File: src/bpfa_pkg.sv
`timescale 1ns / 1ps
// shared types, codes and constants of the bitmap page frame allocator
package bpfa_pkg;

  localparam int unsigned WORD_BITS = 64;
  localparam int unsigned BIT_IDX_W = 6;
  localparam int unsigned ADDR_W    = 32;
  localparam int unsigned COUNT_W   = 15;

  localparam logic [ADDR_W-1:0] LOW_RESERVED_BYTES = 32'h0010_0000;
  localparam logic [ADDR_W-1:0] KERNEL_END_RESET   = 32'h0010_0000;

  // request kinds
  localparam logic [1:0] OP_INIT  = 2'd0;
  localparam logic [1:0] OP_ALLOC = 2'd1;
  localparam logic [1:0] OP_FREE  = 2'd2;

  // result codes
  localparam logic [1:0] STAT_DONE    = 2'd0;
  localparam logic [1:0] STAT_OOM     = 2'd1;
  localparam logic [1:0] STAT_IGNORED = 2'd2;

  typedef logic [WORD_BITS-1:0] word_t;

  typedef enum logic [1:0] {
    WU_FILL,
    WU_SET_LOWEST,
    WU_CLEAR_BIT
  } wu_op_e;

  typedef struct packed {
    logic                 full;
    logic [BIT_IDX_W-1:0] zero_pos;
  } word_stat_t;

endpackage

File: src/bpfa_word_unit.sv
`timescale 1ns / 1ps
// shared word unit: fill pattern, lowest free bit, set and clear of a map word
module bpfa_word_unit #(
  parameter int unsigned NUM_PAGES = 16384,
  parameter int unsigned WORD_AW   = 8,
  parameter int unsigned PAGE_W    = 15
) (
  input  bpfa_pkg::wu_op_e                 op_i,
  input  bpfa_pkg::word_t                  rd_word_i,
  input  logic [bpfa_pkg::BIT_IDX_W-1:0]   bit_pos_i,
  input  logic [WORD_AW-1:0]               fill_word_idx_i,
  input  logic [PAGE_W-1:0]                fill_bound_i,
  output bpfa_pkg::word_t                  wr_word_o,
  output bpfa_pkg::word_stat_t             stat_o
);

  localparam int unsigned PAD_WORD = NUM_PAGES / bpfa_pkg::WORD_BITS;
  localparam int unsigned PAD_BIT  = NUM_PAGES % bpfa_pkg::WORD_BITS;

  function automatic bpfa_pkg::word_t low_mask(input logic [bpfa_pkg::BIT_IDX_W-1:0] k);
    return ~({bpfa_pkg::WORD_BITS{1'b1}} << k);
  endfunction

  bpfa_pkg::word_t fill_word;
  bpfa_pkg::word_t lowest_zero;

  // pages below the bound are used, bits past the last page always read as used
  always_comb begin
    logic [31:0]     widx;
    logic [31:0]     bword;
    bpfa_pkg::word_t used_mask;
    bpfa_pkg::word_t pad_mask;
    widx  = 32'(fill_word_idx_i);
    bword = 32'(fill_bound_i >> bpfa_pkg::BIT_IDX_W);
    if (widx < bword) begin
      used_mask = '1;
    end else if (widx == bword) begin
      used_mask = low_mask(fill_bound_i[bpfa_pkg::BIT_IDX_W-1:0]);
    end else begin
      used_mask = '0;
    end
    if ((PAD_BIT != 0) && (widx == 32'(PAD_WORD))) begin
      pad_mask = ~low_mask(bpfa_pkg::BIT_IDX_W'(PAD_BIT));
    end else begin
      pad_mask = '0;
    end
    fill_word = used_mask | pad_mask;
  end

  // isolate the lowest clear bit, then encode it
  assign lowest_zero = ~rd_word_i & (rd_word_i + bpfa_pkg::word_t'(1));

  always_comb begin
    logic [bpfa_pkg::BIT_IDX_W-1:0] pos;
    pos = '0;
    for (int i = 0; i < int'(bpfa_pkg::WORD_BITS); i++) begin
      pos = pos | (lowest_zero[i] ? bpfa_pkg::BIT_IDX_W'(i) : '0);
    end
    stat_o.full     = &rd_word_i;
    stat_o.zero_pos = pos;
  end

  always_comb begin
    unique case (op_i)
      bpfa_pkg::WU_FILL:       wr_word_o = fill_word;
      bpfa_pkg::WU_SET_LOWEST: wr_word_o = rd_word_i | lowest_zero;
      bpfa_pkg::WU_CLEAR_BIT:  wr_word_o = rd_word_i & ~(bpfa_pkg::word_t'(1) << bit_pos_i);
      default:                 wr_word_o = rd_word_i;
    endcase
  end

endmodule

File: config.mk
export PLATFORM = sky130hd
export DESIGN_NAME = bpfa_word_unit
export DESIGN_NICKNAME = d
export VERILOG_FILES = /design/src/bpfa_pkg.sv /design/src/bpfa_word_unit.sv
export SDC_FILE = /design/constraint.sdc
export NUM_CORES = 1
export LEC_CHECK = 0
export BUFFER_PORTS_ARGS = -buffer_cell sky130_fd_sc_hd__buf_2
export CAP_MARGIN = 40
export CORE_ASPECT_RATIO = 2
export CORE_MARGIN = 1.5
export CORE_UTILIZATION = 54
export DETAILED_ROUTE_END_ITERATION = 6
export MAX_ROUTING_LAYER = met4
export PLACE_DENSITY = 0.85
export SYNTH_ARGS = -nofsm -noshare
export SYNTH_HDL_FRONTEND = slang
export SYNTH_SLANG_ARGS = --single-unit
File: constraint.sdc
create_clock -name vclk -period 2.5
set_clock_uncertainty 0.2 [all_clocks]
set_input_delay 0.125 -clock vclk [all_inputs]
set_output_delay 0.125 -clock vclk [all_outputs]
set_load 0.05 [all_outputs]
==> summary.md, run 1 <==
| Metric | Value |
|---|---|
| Vias in the first global route | 11800 |
| Buffers on Ports | 166 |
| Library cells used by synthesis | 84 |
| Die Y | 138 um |
| Die width | 70.3 um |
| Starting Density | 0.551 |
| DP Wirelength | 25200 um |
| RePlAce Congestion | 1.55 |
| YS warnings | 0 |
| Largest net degree at the start of global routing | 38 |
| Top Ports | 166 |
| Outcome | stopped before the end |
| Gr ovfl total | 531 |
| Error message | [ERROR GRT-0116] Global routing finished with congestion. Check the congestion regions in the DRC Viewer. |
| Row Count | 49 |
| Syn avg cell area | 5.92 um2 |
| Net Count, Synth | 930 |
| Sequential area share after synthesis | 0 |
| Synthesized cell area | 4900 um2 |
| Tot GR Track Use | 0.925 |
| Mapped Cells | 827 |
| Fail Step | global routing (5_1_grt) |
| Global-route wire length before repair | 69500 um |
cells in the mapped netlist, types with 9 or more instances:
library cell,instances,area share
nand2_1,102,0.078
o21ai_0,84,0.086
nor2_1,81,0.062
nand3_1,52,0.053
clkbuf_1,48,0.037
a21oi_1,42,0.043
inv_1,28,0.021
nor3_1,28,0.029
nand4_1,25,0.032
o211ai_1,25,0.038
nor4_1,22,0.028
buf_2,13,0.013
a211oi_1,12,0.018
a31oi_1,11,0.014
o21bai_1,11,0.017
o311ai_0,10,0.018
or2_2,10,0.013
nand3b_1,9,0.014
o21a_1,9,0.014
o31ai_1,9,0.014
or3_1,9,0.011
kinds of logic after synthesis:
kind of cell / count (synthesis) / synth area share
AND/OR/NAND/NOR: 423 / 0.480
adder cells (fa/ha/maj): 8 / 0.0204
multiplexers: 1 / 0.00204
AO/OA/AOI/OAI: 297 / 0.409
buffers and inverters: 98 / 0.0889
per-stage QoR:
| stage | setup TNS, ps | utilization | instance area, um2 | instances | worst slack (ps) |
|---|---|---|---|---|---|
| global placement | -3870 | 0.848 | 7530 | 1263 | -249 |
| CTS | -247 | 0.933 | 8290 | 1280 | -101 |
| floorplan | -1080 | - | 5100 | 827 | -288 |
| detailed placement | -6800 | 0.848 | 7530 | 1263 | -301 |
repair_timing:
action / in CTS
hold buffers: 0
endpoints found under the setup margin: 63
gates resized for setup: 158
cloned: 2
setup buffers: 16
pin swaps: 43
layer usage:
layer	GRT overflow	global-route usage
met5	-	-
met4	136	1.07
met2	387	1.18
met1	5	0.828
met3	3	0.630
==> inputs of run 2 (changes only) <==
--- a/config.mk
+++ b/config.mk
@@ -7,12 +7,10 @@
 export LEC_CHECK = 0
 export BUFFER_PORTS_ARGS = -buffer_cell sky130_fd_sc_hd__buf_2
 export CAP_MARGIN = 40
-export CORE_ASPECT_RATIO = 2
 export CORE_MARGIN = 1.5
-export CORE_UTILIZATION = 54
+export CORE_UTILIZATION = 39
 export DETAILED_ROUTE_END_ITERATION = 6
-export MAX_ROUTING_LAYER = met4
-export PLACE_DENSITY = 0.85
+export PLACE_DENSITY_LB_ADDON = 0.15
 export SYNTH_ARGS = -nofsm -noshare
 export SYNTH_HDL_FRONTEND = slang
 export SYNTH_SLANG_ARGS = --single-unit
==> run 2 against run 1 <==
Net effect:
- the flow now finishes, with violations (DRC, setup timing)
- synthesized area is the same
- synthesized cell count is the same
==> summary.md, run 2 <==
| Metric | Value |
|---|---|
| Final Routed Wirelength | 36200 um |
| PnR worst setup slack | -155 ps |
| Max VDD drop | 0.000221 V |
| Antenna violations before repair | 0 |
| Die Y | 115 um |
| CP startpoint kind | input port |
| YS warnings | 0 |
| Wire per inst | 26.0 um |
| Setup Crit Path Kind | input port to output pin |
| Dpl ws | -343 ps |
| Crit share post-route | 1.06 |
| Buffers on Ports | 166 |
| Global-route wire length before repair | 51200 um |
| Die area | 13200 um2 |
| DP Wirelength | 26300 um |
| Synth area leader | o21ai_0 |
| Via Count | 9754 |
| N_diodes | 0 |
| Synth cell count leaders | nand2_1 (102), o21ai_0 (84), nor2_1 (81), nand3_1 (52), clkbuf_1 (48) |
| Hold Path Cell Cnt | 4 |
| Inst Count DP | 1370 |
| Syn avg cell area | 5.92 um2 |
| Largest net degree at the start of global routing | 40 |
| Arrival time worst endpoint | 2330 ps |
| FF/Latch Area | 0 um2 |
| Largest cells by area after synthesis | o21ai_0 (8.6%), nand2_1 (7.8%), nor2_1 (6.2%) |
| Actual slew at the worst max-slew pin | 703 ps |
| Gr ovfl total | 0 |
| Sequential area share after synthesis | 0 |
| Max-Cap Viols | 0 |
| Final Non-Filler Cells | 1392 |
| Row Count | 40 |
| Area growth, synth to finish | 98.7% |
| Dpl cell area | 8020 um2 |
| Crit path time final | 2660 ps |
| Library cells used by synthesis | 84 |
| Final ANT Viol Nets | 0 |
| Net Count, Synth | 930 |
| Slew headroom | 0.527 |
| Crit Path Max Fanout | 3 |
| Setup-failing EPs final | 45 |
| Die width | 115 um |
| Vias in the first global route | 8997 |
| Top Ports | 166 |
| Clock buffers | 0 |
| CP endpoint kind | output pin |
| Achievable Freq | 0.377 GHz |
| DRC viols | 39 |
| Pins Over Slew Limit | 0 |
| Commonest non-fill, non-tap cells in the layout | buf_4 (278), buf_6 (95), nand2_1 (93) |
| Starting Density | 0.404 |
| Leak | 0.00418 uW |
| FF+latch count | 0 |
| Hold-fix buffers, CTS | 0 |
| Most common cell in the netlist | nand2_1 |
| Layout cells sized above 1 | 0.547 |
| Final net count | 1329 |
| PD cells | 202 nW/um2 |
| Final hold vios | 0 |
| RePlAce Congestion | 1.11 |
| Total core area | 12100 um2 |
| DRT Pass-1 Iters | 7 |
| Hold Path Class | input port to output pin |
| Synthesized cell area | 4900 um2 |
| Tot GR Track Use | 0.502 |
| Failing checks | DRC, setup timing |
| Mapped Cells | 827 |
| DRT iter0 DRCs | 1628 |
| Routed vias/inst | 7.01 |
| Worst Path Required | 2170 ps |
| Outcome | complete, but fails checks |
| Yosys top cell area share | 0.0858 |
| Most common cell after layout, fill and taps aside | buf_4 |
| Final Cell Area | 9730 um2 |
| RSZ-0062 raised after global routing | true |
[run 2: cell counts after synthesis]
No cell type changed its count.
[run 2: what timing repair did]
| action | in CTS | in global routing |
|---|---|---|
| setup endpoints to repair | 67 | 68 |
| setup buffers | 14 | 13 |
| gates resized for setup | 193 | 197 |
| pin swaps | 49 | 42 |
[run 2: worst paths after layout]
path       endpoint             from  slack, ps
max   wr_word_o[52]  fill_bound_i[9]       -160
min       stat_o[6]    rd_word_i[62]        540
[run 2: cell type report]
class	count	area, um2
Inverter	29	119
Timing Repair Buffer	466	3870
Tap cell	168	210
Multi-Input combinational cell	729	5540
Fill cell	833	2380
[run 2: metal layers]
layer | wire length (um) | part of all wire | global-route usage
met5 | 0 | 0 | 0
met4 | 3490 | 0.096 | 0.308
met3 | 5460 | 0.15 | 0.148
met2 | 15000 | 0.41 | 0.776
met1 | 12300 | 0.34 | 0.614
[run 2: worst max-delay path, cell delays in order]
cell	delay [ps]
buf_6	70
inv_2	40
ha_4	260
nand4_1	210
or3_4	460
or2_4	300
nor2_4	170
nand3_2	120
a31o_1	220
a32oi_4	160
buf_6	190
[run 2: metrics by stage]
stage | util | total power, uW | hold WS, ps | TNS (ps)
after detailed placement | 0.662 | 1560 | 533 | -8080
after global routing | 0.804 | 2010 | 557 | -5360
final | 0.804 | 1970 | 537 | -2380
after global placement | 0.662 | 1550 | 522 | -7330
after floorplan | - | 925 | 242 | -1080
after CTS | 0.731 | 1710 | 535 | -160
[run 2: cell families after synthesis]
family | share of synthesized area
and+or+nand+nor | 0.480
AOI/OAI and AO/OA | 0.409
buffers and inverters | 0.0889
adders and majority gates | 0.0204
muxes | 0.00204
[run 2: report_power, final]
part           leakage, uW  switching (uW)  internal, uW
Sequential               0               0             0
Combinational      0.00418            1230           737
Clock                    0               0             0
No activity file was read; power rests on OpenSTA's default activity.
